<file path="src/rtl/lde_pkg.sv">
`default_nettype none
package lde_pkg;

    localparam int MAX_ENGINES = 16;

    // field and register widths
    localparam int LEN_W   = 32;
    localparam int OFF_W   = 32;
    localparam int ADDR_W  = 48;
    localparam int ENG_W   = 4;
    localparam int ME_W    = 5;
    localparam int EB_W    = 7;
    localparam int CL_W    = 9;
    localparam int MC_W    = 21;
    localparam int CFG_W   = 21;
    localparam int CFGI_W  = 3;

    // internal widths
    localparam int N_W     = $clog2(MAX_ENGINES + 1);
    localparam int ACC_W   = MC_W + N_W;
    localparam int BYTES_W = 36;
    localparam int DIV_W   = 40;
    localparam int DVS_W   = 9;
    localparam int REM_W   = $clog2(MAX_ENGINES * 512);
    localparam int REME_W  = REM_W + 3;
    localparam int SLE_W   = 33;
    localparam int BITS_W  = 41;
    localparam int RB_W    = 48;
    localparam int RE_W    = 40;

    // configuration register indexes
    localparam logic [CFGI_W-1:0] CFG_MAX_ENGINES = 3'd0;
    localparam logic [CFGI_W-1:0] CFG_ELEM_BITS   = 3'd1;
    localparam logic [CFGI_W-1:0] CFG_LINE_BYTES  = 3'd2;
    localparam logic [CFGI_W-1:0] CFG_MIN_CHUNK   = 3'd3;
    localparam logic [CFGI_W-1:0] CFG_BROADCAST   = 3'd4;

    // divider operand selection
    typedef logic [1:0] t_sel;
    localparam t_sel SEL_BYTES_N  = 2'd0;
    localparam t_sel SEL_SLICE_CL = 2'd1;
    localparam t_sel SEL_SLICE_EB = 2'd2;
    localparam t_sel SEL_REM_EB   = 2'd3;

    typedef struct packed {
        logic [LEN_W-1:0]  length_elements;
        logic [OFF_W-1:0]  node_offset;
        logic              has_source;
        logic [ADDR_W-1:0] src_address;
        logic [OFF_W-1:0]  src_elem_offset;
        logic [ADDR_W-1:0] dst_address;
        logic [OFF_W-1:0]  dst_elem_offset;
    } t_in_item;

    typedef struct packed {
        logic [ENG_W-1:0]  engine_number;
        logic [LEN_W-1:0]  slice_elements;
        logic [OFF_W-1:0]  slice_node_offset;
        logic [ADDR_W-1:0] slice_src_address;
        logic [OFF_W-1:0]  slice_src_offset;
        logic [ADDR_W-1:0] slice_dst_address;
        logic [OFF_W-1:0]  slice_dst_offset;
        logic              last_slice;
    } t_out_item;

    typedef struct packed {
        logic load;
        logic count;
        logic div_start;
        logic div_take;
        t_sel sel;
        logic prep1;
        logic prep2;
        logic emit;
    } t_cmd;

    typedef struct packed {
        logic count_more;
        logic div_done;
        logic last;
        logic out_free;
    } t_stat;

endpackage
`default_nettype wire

</file>
<file path="src/rtl/lde_in_if.sv">
`default_nettype none
interface lde_in_if;
    import lde_pkg::*;

    logic     valid;
    logic     ready;
    t_in_item data;

    modport source (output valid, output data, input ready);
    modport sink   (input valid, input data, output ready);
endinterface
`default_nettype wire

</file>
<file path="src/rtl/lde_out_if.sv">
`default_nettype none
interface lde_out_if;
    import lde_pkg::*;

    logic      valid;
    logic      ready;
    t_out_item data;

    modport source (output valid, output data, input ready);
    modport sink   (input valid, input data, output ready);
endinterface
`default_nettype wire

</file>
<file path="src/rtl/lde_div.sv">
`default_nettype none
module lde_div (
    input  wire logic                      i_clk,
    input  wire logic                      i_rst_n,
    input  wire logic                      i_start,
    input  wire logic [lde_pkg::DIV_W-1:0] i_dividend,
    input  wire logic [lde_pkg::DVS_W-1:0] i_divisor,
    output logic                           o_done,
    output logic [lde_pkg::DIV_W-1:0]      o_quot,
    output logic [lde_pkg::DVS_W-1:0]      o_rem
);
    import lde_pkg::*;

    localparam int STEPS = DIV_W / 2;
    localparam int CNT_W = $clog2(STEPS);

    logic             r_busy;
    logic             r_done;
    logic [CNT_W-1:0] r_cnt;
    logic [DIV_W-1:0] r_num;
    logic [DIV_W-1:0] r_quo;
    logic [DVS_W-1:0] r_rem;
    logic [DVS_W-1:0] r_dvs;

    logic [DVS_W:0]   w_t1;
    logic [DVS_W:0]   w_t2;
    logic             w_q1;
    logic             w_q2;
    logic [DVS_W-1:0] w_r1;
    logic [DVS_W-1:0] w_r2;

    // two restoring steps per cycle
    always_comb begin
        w_t1 = {r_rem, r_num[DIV_W-1]};
        w_q1 = (w_t1 >= {1'b0, r_dvs});
        w_r1 = w_q1 ? DVS_W'(w_t1 - {1'b0, r_dvs}) : w_t1[DVS_W-1:0];
        w_t2 = {w_r1, r_num[DIV_W-2]};
        w_q2 = (w_t2 >= {1'b0, r_dvs});
        w_r2 = w_q2 ? DVS_W'(w_t2 - {1'b0, r_dvs}) : w_t2[DVS_W-1:0];
    end

    always_ff @(posedge i_clk) begin
        if (!i_rst_n) begin
            r_busy <= 1'b0;
            r_done <= 1'b0;
        end else begin
            r_done <= 1'b0;
            if (i_start) begin
                r_busy <= 1'b1;
            end else if (r_busy && r_cnt == '0) begin
                r_busy <= 1'b0;
                r_done <= 1'b1;
            end
        end
    end

    always_ff @(posedge i_clk) begin
        if (i_start) begin
            r_num <= i_dividend;
            r_dvs <= i_divisor;
            r_rem <= '0;
            r_quo <= '0;
            r_cnt <= CNT_W'(STEPS - 1);
        end else if (r_busy) begin
            r_num <= r_num << 2;
            r_quo <= {r_quo[DIV_W-3:0], w_q1, w_q2};
            r_rem <= w_r2;
            r_cnt <= r_cnt - CNT_W'(1);
        end
    end

    assign o_done = r_done;
    assign o_quot = r_quo;
    assign o_rem  = r_rem;
endmodule
`default_nettype wire

</file>
<file path="src/rtl/lde_ctrl.sv">
`default_nettype none
module lde_ctrl (
    input  wire logic           i_clk,
    input  wire logic           i_rst_n,
    input  wire logic           i_in_valid,
    output logic                o_in_ready,
    input  wire lde_pkg::t_stat i_stat,
    output lde_pkg::t_cmd       o_cmd
);
    import lde_pkg::*;

    localparam logic [2:0] S_IDLE  = 3'd0;
    localparam logic [2:0] S_COUNT = 3'd1;
    localparam logic [2:0] S_DGO   = 3'd2;
    localparam logic [2:0] S_DWAIT = 3'd3;
    localparam logic [2:0] S_PREP1 = 3'd4;
    localparam logic [2:0] S_PREP2 = 3'd5;
    localparam logic [2:0] S_EMIT  = 3'd6;

    logic [2:0] r_state;
    logic [2:0] n_state;
    t_sel       r_sel;
    t_sel       n_sel;

    always_comb begin
        n_state    = r_state;
        n_sel      = r_sel;
        o_cmd      = '0;
        o_cmd.sel  = r_sel;
        o_in_ready = 1'b0;
        case (r_state)
            S_IDLE: begin
                o_in_ready = 1'b1;
                if (i_in_valid) begin
                    o_cmd.load = 1'b1;
                    n_state    = S_COUNT;
                end
            end
            S_COUNT: begin
                if (i_stat.count_more) begin
                    o_cmd.count = 1'b1;
                end else begin
                    n_sel   = SEL_BYTES_N;
                    n_state = S_DGO;
                end
            end
            S_DGO: begin
                o_cmd.div_start = 1'b1;
                n_state         = S_DWAIT;
            end
            S_DWAIT: begin
                if (i_stat.div_done) begin
                    o_cmd.div_take = 1'b1;
                    case (r_sel)
                        SEL_BYTES_N:  begin n_sel = SEL_SLICE_CL; n_state = S_DGO; end
                        SEL_SLICE_CL: begin n_sel = SEL_SLICE_EB; n_state = S_DGO; end
                        SEL_SLICE_EB: begin n_sel = SEL_REM_EB;   n_state = S_DGO; end
                        default:      n_state = S_PREP1;
                    endcase
                end
            end
            S_PREP1: begin
                o_cmd.prep1 = 1'b1;
                n_state     = S_PREP2;
            end
            S_PREP2: begin
                o_cmd.prep2 = 1'b1;
                n_state     = S_EMIT;
            end
            S_EMIT: begin
                // one slice per free output slot
                if (i_stat.out_free) begin
                    o_cmd.emit = 1'b1;
                    if (i_stat.last) begin
                        n_state = S_IDLE;
                    end
                end
            end
            default: n_state = S_IDLE;
        endcase
    end

    always_ff @(posedge i_clk) begin
        if (!i_rst_n) begin
            r_state <= S_IDLE;
            r_sel   <= SEL_BYTES_N;
        end else begin
            r_state <= n_state;
            r_sel   <= n_sel;
        end
    end
endmodule
`default_nettype wire

</file>
<file path="src/rtl/lde_dp.sv">
`default_nettype none
module lde_dp (
    input  wire logic                       i_clk,
    input  wire logic                       i_rst_n,
    input  wire logic                       i_cfg_we,
    input  wire logic [lde_pkg::CFGI_W-1:0] i_cfg_index,
    input  wire logic [lde_pkg::CFG_W-1:0]  i_cfg_data,
    input  wire lde_pkg::t_in_item          i_item,
    input  wire lde_pkg::t_cmd              i_cmd,
    output lde_pkg::t_stat                  o_stat,
    lde_out_if.source                       o_out
);
    import lde_pkg::*;

    // configuration
    logic [ME_W-1:0] r_max_eng;
    logic [EB_W-1:0] r_elem_bits;
    logic [CL_W-1:0] r_line;
    logic [MC_W-1:0] r_min_chunk;
    logic            r_bcast;

    logic [N_W-1:0]  w_me;
    logic [EB_W-1:0] w_eb;
    logic [CL_W-1:0] w_cl;
    logic [MC_W-1:0] w_mc;

    // transfer
    logic [OFF_W-1:0]   r_node;
    logic               r_has_src;
    logic [ADDR_W-1:0]  r_src_addr;
    logic [OFF_W-1:0]   r_src_off;
    logic [ADDR_W-1:0]  r_dst_addr;
    logic [OFF_W-1:0]   r_dst_off;
    logic [BYTES_W-1:0] r_bytes;
    logic [N_W-1:0]     r_n;
    logic [ACC_W-1:0]   r_acc;
    logic [BYTES_W-1:0] r_slice;
    logic [REM_W-1:0]   r_rem;
    logic [SLE_W-1:0]   r_slice_e;
    logic [REME_W-1:0]  r_rem_e;
    logic [SLE_W-1:0]   r_last_e;
    logic [BITS_W-1:0]  r_slice_bits;
    logic [BITS_W-1:0]  r_last_bits;
    logic [N_W-1:0]     r_working;
    logic [N_W-1:0]     r_idx;
    logic [OFF_W-1:0]   r_done;
    logic [BITS_W-1:0]  r_done_bits;

    // carried across transfers
    logic [RB_W-1:0] r_run_b;
    logic [RE_W-1:0] r_run_e;

    logic      r_out_valid;
    t_out_item r_out;

    logic [LEN_W+EB_W-1:0] w_prod;
    logic [BYTES_W-1:0]    w_bytes;
    logic [DIV_W-1:0]      w_dividend;
    logic [DVS_W-1:0]      w_divisor;
    logic                  w_div_done;
    logic [DIV_W-1:0]      w_quot;
    logic [DVS_W-1:0]      w_drem;
    logic [REM_W-1:0]      w_line_fill;
    logic                  w_last;
    logic [SLE_W-1:0]      w_sz;
    logic [BITS_W-1:0]     w_bits;
    logic [RB_W-1:0]       w_sz_bytes;
    logic [ADDR_W-1:0]     w_done_bytes;

    assign w_eb = (r_elem_bits == '0) ? EB_W'(1) : r_elem_bits;
    assign w_cl = (r_line == '0) ? CL_W'(1) : r_line;
    assign w_mc = (r_min_chunk == '0) ? MC_W'(1) : r_min_chunk;

    always_comb begin
        if (r_max_eng == '0) begin
            w_me = N_W'(1);
        end else if (32'(r_max_eng) > MAX_ENGINES) begin
            w_me = N_W'(MAX_ENGINES);
        end else begin
            w_me = N_W'(r_max_eng);
        end
    end

    assign w_prod  = (LEN_W+EB_W)'(i_item.length_elements) * (LEN_W+EB_W)'(w_eb);
    assign w_bytes = BYTES_W'(({1'b0, w_prod} + (LEN_W+EB_W+1)'(7)) >> 3);

    always_comb begin
        case (i_cmd.sel)
            SEL_BYTES_N: begin
                w_dividend = DIV_W'(r_bytes);
                w_divisor  = DVS_W'(r_n);
            end
            SEL_SLICE_CL: begin
                w_dividend = DIV_W'(r_slice);
                w_divisor  = DVS_W'(w_cl);
            end
            SEL_SLICE_EB: begin
                w_dividend = DIV_W'({r_slice, 3'b000});
                w_divisor  = DVS_W'(w_eb);
            end
            default: begin
                w_dividend = DIV_W'({r_rem, 3'b000});
                w_divisor  = DVS_W'(w_eb);
            end
        endcase
    end

    lde_div u_div (
        .i_clk      (i_clk),
        .i_rst_n    (i_rst_n),
        .i_start    (i_cmd.div_start),
        .i_dividend (w_dividend),
        .i_divisor  (w_divisor),
        .o_done     (w_div_done),
        .o_quot     (w_quot),
        .o_rem      (w_drem)
    );

    // line remainder of each engine moves to the last one
    assign w_line_fill = REM_W'(REM_W'(w_drem) * REM_W'(r_n));

    assign w_last       = (r_idx == r_working - N_W'(1));
    assign w_sz         = w_last ? r_last_e : r_slice_e;
    assign w_bits       = w_last ? r_last_bits : r_slice_bits;
    assign w_sz_bytes   = RB_W'(({1'b0, w_bits} + (BITS_W+1)'(7)) >> 3);
    assign w_done_bytes = ADDR_W'(({1'b0, r_done_bits} + (BITS_W+1)'(7)) >> 3);

    assign o_stat.count_more = (r_n < w_me)
                             && (BYTES_W'(r_acc) + BYTES_W'(w_mc) <= r_bytes);
    assign o_stat.div_done   = w_div_done;
    assign o_stat.last       = w_last;
    assign o_stat.out_free   = !r_out_valid || o_out.ready;

    always_ff @(posedge i_clk) begin
        if (!i_rst_n) begin
            r_max_eng   <= ME_W'(1);
            r_elem_bits <= EB_W'(8);
            r_line      <= CL_W'(128);
            r_min_chunk <= MC_W'(1024);
            r_bcast     <= 1'b0;
            r_run_b     <= '0;
            r_run_e     <= '0;
            r_out_valid <= 1'b0;
        end else begin
            if (i_cfg_we) begin
                case (i_cfg_index)
                    CFG_MAX_ENGINES: r_max_eng   <= i_cfg_data[ME_W-1:0];
                    CFG_ELEM_BITS:   r_elem_bits <= i_cfg_data[EB_W-1:0];
                    CFG_LINE_BYTES:  r_line      <= i_cfg_data[CL_W-1:0];
                    CFG_MIN_CHUNK:   r_min_chunk <= i_cfg_data[MC_W-1:0];
                    CFG_BROADCAST:   r_bcast     <= i_cfg_data[0];
                    default: ;
                endcase
            end
            if (i_cmd.emit) begin
                r_run_b     <= r_run_b + w_sz_bytes;
                r_run_e     <= r_run_e + RE_W'(w_sz);
                r_out_valid <= 1'b1;
            end else if (o_out.ready) begin
                r_out_valid <= 1'b0;
            end
        end
    end

    always_ff @(posedge i_clk) begin
        if (i_cmd.load) begin
            r_node     <= i_item.node_offset;
            r_has_src  <= i_item.has_source;
            r_src_addr <= i_item.src_address;
            r_src_off  <= i_item.src_elem_offset;
            r_dst_addr <= i_item.dst_address;
            r_dst_off  <= i_item.dst_elem_offset;
            r_bytes    <= w_bytes;
            r_n        <= N_W'(1);
            r_acc      <= ACC_W'(w_mc);
        end
        if (i_cmd.count) begin
            r_n   <= r_n + N_W'(1);
            r_acc <= r_acc + ACC_W'(w_mc);
        end
        if (i_cmd.div_take) begin
            case (i_cmd.sel)
                SEL_BYTES_N: begin
                    r_slice <= BYTES_W'(w_quot);
                    r_rem   <= REM_W'(w_drem);
                end
                SEL_SLICE_CL: begin
                    r_slice <= r_slice - BYTES_W'(w_drem);
                    r_rem   <= r_rem + w_line_fill;
                end
                SEL_SLICE_EB: r_slice_e <= SLE_W'(w_quot);
                default:      r_rem_e   <= REME_W'(w_quot);
            endcase
        end
        if (i_cmd.prep1) begin
            r_last_e     <= r_slice_e + SLE_W'(r_rem_e);
            r_slice_bits <= BITS_W'(BITS_W'(r_slice_e) * BITS_W'(w_eb));
            r_working    <= (r_slice_e == '0) ? N_W'(1) : r_n;
            r_idx        <= '0;
            r_done       <= '0;
            r_done_bits  <= '0;
        end
        if (i_cmd.prep2) begin
            r_last_bits <= BITS_W'(BITS_W'(r_last_e) * BITS_W'(w_eb));
        end
        if (i_cmd.emit) begin
            r_out.engine_number     <= ENG_W'(r_idx);
            r_out.slice_elements    <= LEN_W'(w_sz);
            r_out.slice_node_offset <= r_node + OFF_W'(r_run_e);
            if (!r_has_src) begin
                r_out.slice_src_address <= '0;
                r_out.slice_src_offset  <= '0;
            end else if (r_bcast) begin
                r_out.slice_src_address <= r_src_addr + w_done_bytes;
                r_out.slice_src_offset  <= r_done;
            end else begin
                r_out.slice_src_address <= r_src_addr + ADDR_W'(r_run_b);
                r_out.slice_src_offset  <= r_src_off + OFF_W'(r_run_e);
            end
            r_out.slice_dst_address <= r_dst_addr + ADDR_W'(r_run_b);
            r_out.slice_dst_offset  <= r_dst_off + OFF_W'(r_run_e);
            r_out.last_slice        <= w_last;
            r_idx                   <= r_idx + N_W'(1);
            r_done                  <= r_done + OFF_W'(w_sz);
            r_done_bits             <= r_done_bits + w_bits;
        end
    end

    assign o_out.valid = r_out_valid;
    assign o_out.data  = r_out;
endmodule
`default_nettype wire

</file>
<file path="src/rtl/linear_dma_engine_split.sv">
// Linear DMA transfer splitter.
// i_in carries one transfer per beat (valid/ready); o_out carries one beat per
// engine slice, in engine order, with last_slice set on the final one.
// i_cfg_we/i_cfg_index/i_cfg_data write the five setup registers; write them
// only while no transfer is in flight.
// Per transfer: accept in S_IDLE, then S_COUNT sizes the engine count (one
// add and compare per cycle, up to MAX_ENGINES engines), then four divisions
// on one shared radix-4 restoring divider, then the prep states S_PREP1 and
// S_PREP2, then one slice per cycle while o_out has a free slot.
// The first slice is registered onto o_out from S_EMIT, after the prep states.
// The next transfer is accepted in the cycle after the last slice is loaded,
// even while that slice still waits on o_out.
// A stall on o_out holds the pending slice and pauses slice generation.
// Reset (synchronous, active low) restores the register defaults, clears the
// running byte and element offsets and drops any transfer in progress.
`default_nettype none
module linear_dma_engine_split (
    input  wire logic                       i_clk,
    input  wire logic                       i_rst_n,
    input  wire logic                       i_cfg_we,
    input  wire logic [lde_pkg::CFGI_W-1:0] i_cfg_index,
    input  wire logic [lde_pkg::CFG_W-1:0]  i_cfg_data,
    lde_in_if.sink                          i_in,
    lde_out_if.source                       o_out
);
    import lde_pkg::*;

    t_cmd  w_cmd;
    t_stat w_stat;
    logic  w_in_ready;

    lde_ctrl u_ctrl (
        .i_clk      (i_clk),
        .i_rst_n    (i_rst_n),
        .i_in_valid (i_in.valid),
        .o_in_ready (w_in_ready),
        .i_stat     (w_stat),
        .o_cmd      (w_cmd)
    );

    lde_dp u_dp (
        .i_clk       (i_clk),
        .i_rst_n     (i_rst_n),
        .i_cfg_we    (i_cfg_we),
        .i_cfg_index (i_cfg_index),
        .i_cfg_data  (i_cfg_data),
        .i_item      (i_in.data),
        .i_cmd       (w_cmd),
        .o_stat      (w_stat),
        .o_out       (o_out)
    );

    assign i_in.ready = w_in_ready;
endmodule
`default_nettype wire

</file>
<file path="src/flat_wrapper.sv">
// flat-port wrapper written by rule: the top's interface ports become plain ports
module linear_dma_engine_split_flat import lde_pkg::*;
  (i_clk, i_rst_n, i_cfg_we, i_cfg_index, i_cfg_data, i_in_valid, i_in_data, i_in_ready, o_out_valid, o_out_data, o_out_ready);
  lde_in_if i_in_i ();
  lde_out_if o_out_i ();
  input  wire logic i_clk;
  input  wire logic i_rst_n;
  input  wire logic i_cfg_we;
  input  wire logic [lde_pkg::CFGI_W-1:0] i_cfg_index;
  input  wire logic [lde_pkg::CFG_W-1:0] i_cfg_data;
  input wire logic [$bits(i_in_i.valid)-1:0] i_in_valid;
  input wire logic [$bits(i_in_i.data)-1:0] i_in_data;
  output wire logic [$bits(i_in_i.ready)-1:0] i_in_ready;
  output wire logic [$bits(o_out_i.valid)-1:0] o_out_valid;
  output wire logic [$bits(o_out_i.data)-1:0] o_out_data;
  input wire logic [$bits(o_out_i.ready)-1:0] o_out_ready;
  assign i_in_i.valid = i_in_valid;
  assign i_in_i.data = i_in_data;
  assign i_in_ready = i_in_i.ready;
  assign o_out_valid = o_out_i.valid;
  assign o_out_data = o_out_i.data;
  assign o_out_i.ready = o_out_ready;
  linear_dma_engine_split u_core (.i_clk(i_clk), .i_rst_n(i_rst_n), .i_cfg_we(i_cfg_we), .i_cfg_index(i_cfg_index), .i_cfg_data(i_cfg_data), .i_in(i_in_i), .o_out(o_out_i));
endmodule
</file>
<file path="config.mk">
export PLATFORM = sky130hd
export DESIGN_NAME = linear_dma_engine_split_flat
export DESIGN_NICKNAME = d
export VERILOG_FILES = /design/src/rtl/lde_pkg.sv /design/src/rtl/lde_in_if.sv /design/src/rtl/lde_out_if.sv /design/src/rtl/lde_div.sv /design/src/rtl/lde_ctrl.sv /design/src/rtl/lde_dp.sv /design/src/rtl/linear_dma_engine_split.sv /design/src/flat_wrapper.sv
export SDC_FILE = /design/constraint.sdc
export NUM_CORES = 2
export LEC_CHECK = 0
export BUFFER_PORTS_ARGS = -buffer_cell sky130_fd_sc_hd__buf_2
export CORE_UTILIZATION = 60
export CTS_BUF_LIST = sky130_fd_sc_hd__clkbuf_16
export DETAILED_ROUTE_END_ITERATION = 10
export PLACE_DENSITY = 0.79
export SLEW_MARGIN = 10
export SYNTH_ARGS = -nofsm -noshare
export SYNTH_HDL_FRONTEND = slang
export SYNTH_HIERARCHICAL = 1
export SYNTH_SLANG_ARGS = --single-unit
export TNS_END_PERCENT = 50
</file>
<file path="constraint.sdc">
create_clock -name i_clk -period 9.3 [get_ports i_clk]
set_input_delay 0.465 -clock i_clk [delete_from_list [all_inputs] [get_ports i_clk]]
set_output_delay 0.465 -clock i_clk [all_outputs]
set_load 0.005 [all_outputs]
</file>
After elaboration in Yosys (flattened, before gate mapping)
Index checks and enable logic that the tools add are counted.
W data, S select, Z words.
- register bits: 1021
- bits of input ports: 254
- output and inout port bits: 231
- add/subtract/negate cells: 24
- $mul: 4
- $lt $le $gt $ge: 5
- equality and inequality tests: 19
- multiplexer cells: 54
- bitwise gates (word level): 2
- reduce and logical (&&, ||, !) cells: 32
- operators by type and width (operator ; number):
    $add A32 B32 Y32 ; 4
    $mux W40 ; 3
    $pmux W39 S3 ; 1
    $add A48 B48 Y48 ; 2
    $mux W41 ; 2
    $mul A33 B7 Y40 ; 2
    $mux W80 ; 1
    $pmux W36 S2 ; 1
    $mux W32 ; 2
    $mux W26 ; 2
    $add A48 B38 Y48 ; 1
    $add A48 B39 Y48 ; 1
    $add A41 B3 Y42 const B ; 1
    $add A40 B3 Y41 const B ; 1
    $add A41 B40 Y41 ; 1
    $add A40 B33 Y40 ; 1
    $add A39 B3 Y39 const B ; 1
    $mul A32 B7 Y39 ; 1
    $le A27 B36 Y1 ; 1
    $sub A36 B9 Y36 ; 1
    $add A33 B16 Y33 ; 1
    $logic_not A33 Y1 ; 1
    $mux W33 ; 1
    $mux W5 ; 6
    other kinds (45) ; 101

Longest topological paths before layout
- depth after elaboration: 8
- depth in mapped cells: 32

Modules after synthesis
The synthesis kept the hierarchy.
- by module, submodules not included (module ; times used ; cells each ; area each (µm²)):
    lde_dp ; 1 ; 7635 ; 75899.0
    lde_div ; 1 ; 436 ; 5034.8
    lde_ctrl ; 1 ; 49 ; 442.9

Worst setup path after synthesis
OpenSTA, ideal clock, no wires.
- kind: register -> register
- start: register u_core.u_ctrl.r_state[1]
- end: register u_core.u_dp.r_done[0] (enable)
- setup time: 0.403 ns
- data arrival time: 8.013 ns
- slack: 0.884 ns
- stages on the path, launching flop included: 7
- buffers on the path: 4
- clock period less this slack: 8.416 ns
- cells stage by stage: dfxtp_1 -> buf_6 -> clkbuf_1 -> and4b_1 -> clkbuf_1 -> buf_1 -> or2_2
- RTL lines (element ; RTL line ; RTL):
    start: declaration ; lde_ctrl.sv:20 ; logic [2:0] r_state;
    start signal: assignment ; lde_ctrl.sv:88 ; r_state <= n_state;
    end signal: assignment ; lde_dp.sv:224 ; r_done <= r_done + OFF_W'(w_sz);
    end: declaration ; lde_dp.sv:46 ; logic [OFF_W-1:0] r_done;

Worst setup path after layout
- start: register u_core.u_dp.r_elem_bits[3]
- end: register u_core.u_dp.r_slice_bits[32], data pin
- cells in the longest elaborated chain, start to end: 3
- ends and longest elaborated chain (element ; RTL line ; RTL):
    start: declaration ; lde_dp.sv:17 ; logic [EB_W-1:0] r_elem_bits;
    start signal: assignment ; lde_dp.sv:148 ; CFG_ELEM_BITS: r_elem_bits <= i_cfg_data[EB_W-1:0];
    $logic_not A7 Y1 ; lde_dp.sv:70 ; assign w_eb = (r_elem_bits == '0) ? EB_W'(1) : r_elem_bits;
    $mux W7 * ; lde_dp.sv:70 ;
    $mul A33 B7 Y40 * ; lde_dp.sv:197 ; r_slice_bits <= BITS_W'(BITS_W'(r_slice_e) * BITS_W'(w_eb));
    end signal: assignment ; lde_dp.sv:197 ;
    end: declaration ; lde_dp.sv:42 ; logic [BITS_W-1:0] r_slice_bits;
Mark *: on every way between the ends. The rest lies on a longest branch, timed or not.
A chain may end at the register's enable or synchronous reset.

==> results.sh <==
export IMPL_whs_ns=0.0452
export IMPL_vias=63400
export IMPL_syn_to_final_growth_pct=12.2
export IMPL_fillers=9902
export IMPL_grt_pass1_wl_mm=350
export IMPL_ant_nets=0
export IMPL_stdcell_area_mm2=0.0912
export IMPL_start_util_pct=60.6
export IMPL_gp_congestion=0.977
export IMPL_drc=0
export IMPL_start_kind="register"
export IMPL_cts_clk_slew_worst_paths_ns=0.06
export IMPL_avgRoutedWirePerCell_um=21.5
export IMPL_cts_buffers=111
export IMPL_p_per_area_mw_per_mm2=153
export IMPL_drt_wl_total_mm=226
export IMPL_setup_viol=0
export IMPL_drt_initial_drc_count=5746
export IMPL_period_share_pct=81.0
export IMPL_peakVddDrop_mv=0.152
export IMPL_dp_hpwl_mm=170
export IMPL_rsz0062_at_grt="no"
export IMPL_cp_max_fo=44
export IMPL_dpl_instance_area_mm2=0.0853
export IMPL_cts_root_buf="clkbuf_16"
export IMPL_nets=10100
export IMPL_gr_total_overflow=0
export IMPL_num_io_pins=485
export IMPL_cpPeakStageDelay_ns=0.92
export IMPL_synth_avg_cell_area_um2=10.0
export IMPL_crit_required_ns=9.81
export IMPL_via_per_inst=6.01
export IMPL_synth_fp_nets=9514
export IMPL_cts_tree="built"
export IMPL_first_pass_iters=6
export IMPL_numPortBuffers=484
export IMPL_cts_sinks=1013
export IMPL_fmax_mhz=133
export IMPL_grt_pass1_vias=63400
export IMPL_fp_dieArea_mm2=0.137
export IMPL_cpMaxStageDelayCell="dfxtp_2"
export IMPL_antenna_found_initial=10
export IMPL_synthCells=8108
export IMPL_setup_ws_ns=1.77
export IMPL_p_leak_nw=40.4
export IMPL_insertion_delay_ns=0.77
export IMPL_hold_class="in2reg"
export IMPL_fin_tns_setup_ns=0
export IMPL_slew_violations=0
export IMPL_fin_worst_skew_ns=0.0556
export IMPL_crit_top_cell="fa_1"
export IMPL_status="finished clean"
export IMPL_rows=134
export IMPL_grt_max_degree=108
export IMPL_layout_min_cycle_time_ns=7.53
export IMPL_grtUsageTotal_pct=32.8
export IMPL_clockBufferDepth=3
export IMPL_power_total_mw=14.0
export IMPL_crit_chain="buf_4 -> buf_4 -> and2_1 -> fa_1 -> fa_1 -> fa_1 -> inv_1 -> fa_1 -> inv_1 -> ha_1 -> a21o_1 -> a211oi_1 -> o21a_1 -> nor2_1 -> a31o_2 -> o41ai_1 -> o211ai_1 -> o41a_1 -> a21o_1 -> a21oi_1 -> xnor2_1"
export IMPL_cts_repair_resized=0
export IMPL_cap_violations=0
export IMPL_dpl_worst_slack_ns=1.99
export IMPL_tightestPinTransition_ns=1.19
export IMPL_coreArea_mm2=0.134
export IMPL_critical_path_endpoint_type="register"
export IMPL_worstPathArrival_ns=8.04
export IMPL_relSlewSlack_pct=20.0
export IMPL_htree_levels=3
export IMPL_hold_violations=0
export IMPL_drive_above_1_share_pct=10.4
export IMPL_die_w_um=370
export IMPL_fp_dieH_um=370
export IMPL_crit_type="reg2reg"
export IMPL_syn_area_mm2=0.0812
export IMPL_yosys_warnings=6
layout make-up:
type	count	area, µm²	share of cell area (%)
well taps	1768	2210	2.43
multi-input cells	6077	48800	53.5
diodes	4	10.0	0.0110
clock inverters	90	966	1.06
flip-flops and latches	1013	28600	31.4
inverters	744	2810	3.08
clock buffers	117	2930	3.21
repair buffers	731	4830	5.30
layout by cell type (no fill, tap or decap), drive strengths merged, types with 223 or more instances in the layout:
cell and instances:
fa 506, buf 529, a21o 249, a21oi 506, o21ai 339, ha 646
xor2 223, inv 763, xnor2 353, and2 636, edfxtp 832, nor2 558
nand2 665
worst max-delay path, delay by kind of cell (launching register included):
family	cells	cell delay [ns]
buf+inv	4	1.06
flops	1	0.92
simple gates	2	0.24
fa+ha+maj	5	2.40
xor+xnor	1	0.07
compound gates	9	2.50
report_power, final:
| part | internal, mW | total [mW] | leakage (nW) | switching [mW] |
|---|---|---|---|---|
| Sequential | 5.28 | 5.55 | 9.11 | 0.269 |
| Clock | 2.75 | 4.69 | 1.96 | 1.94 |
| Combinational | 1.54 | 3.72 | 29.4 | 2.18 |
stage by stage:
step	util, %	cells
floorplan	-	8108
global placement	63.6	10100
detailed placement	63.6	10100
CTS	68.1	10500
global route	68.1	10500
finish	68.1	10500
routing by layer:
metal	up-vias	wire, µm	GRT usage [%]
li1	29200	-	-
met1	30800	89800	41.3
met2	2760	105000	54.2
met3	618	16900	4.66
met4	8	14100	18.6
met5	-	79	0
repair_timing:
item,4_1_cts,5_1_grt
hold buffers,202,0
setup buffers,0,0
endpoints found under the setup margin,0,0
hold endpoints to repair,204,0
state kept, by name, indices dropped and copies added, names as in the netlist, 40 cells and up:
register                  count
u_core/u_dp/o_out.data      229
u_core/u_dp/r_slice_bits     40
u_core/u_dp/u_div/r_num      40
u_core/u_dp/r_run_b          48
u_core/u_dp/r_last_bits      40
u_core/u_dp/r_dst_addr       48
u_core/u_dp/r_done_bits      41
u_core/u_dp/r_src_addr       48
final timing paths:
| path | startpoint | end | slack [ns] | depth (start not counted) |
|---|---|---|---|---|
| max | u_core/u_dp/r_elem_bits[3] | u_core/u_dp/r_slice_bits[32] | 1.77 | 21 |
| min | i_cfg_data[0] | u_core/u_dp/r_min_chunk[0] | 0.05 | 3 |
| max reg2reg | u_core/u_dp/r_elem_bits[3] | u_core/u_dp/r_slice_bits[32] | 1.77 | 21 |
| min reg2reg | u_core/u_dp/r_line[0] | u_core/u_dp/r_line[0] | 0.47 | 2 |
No activity file was read; power rests on OpenSTA's default activity.
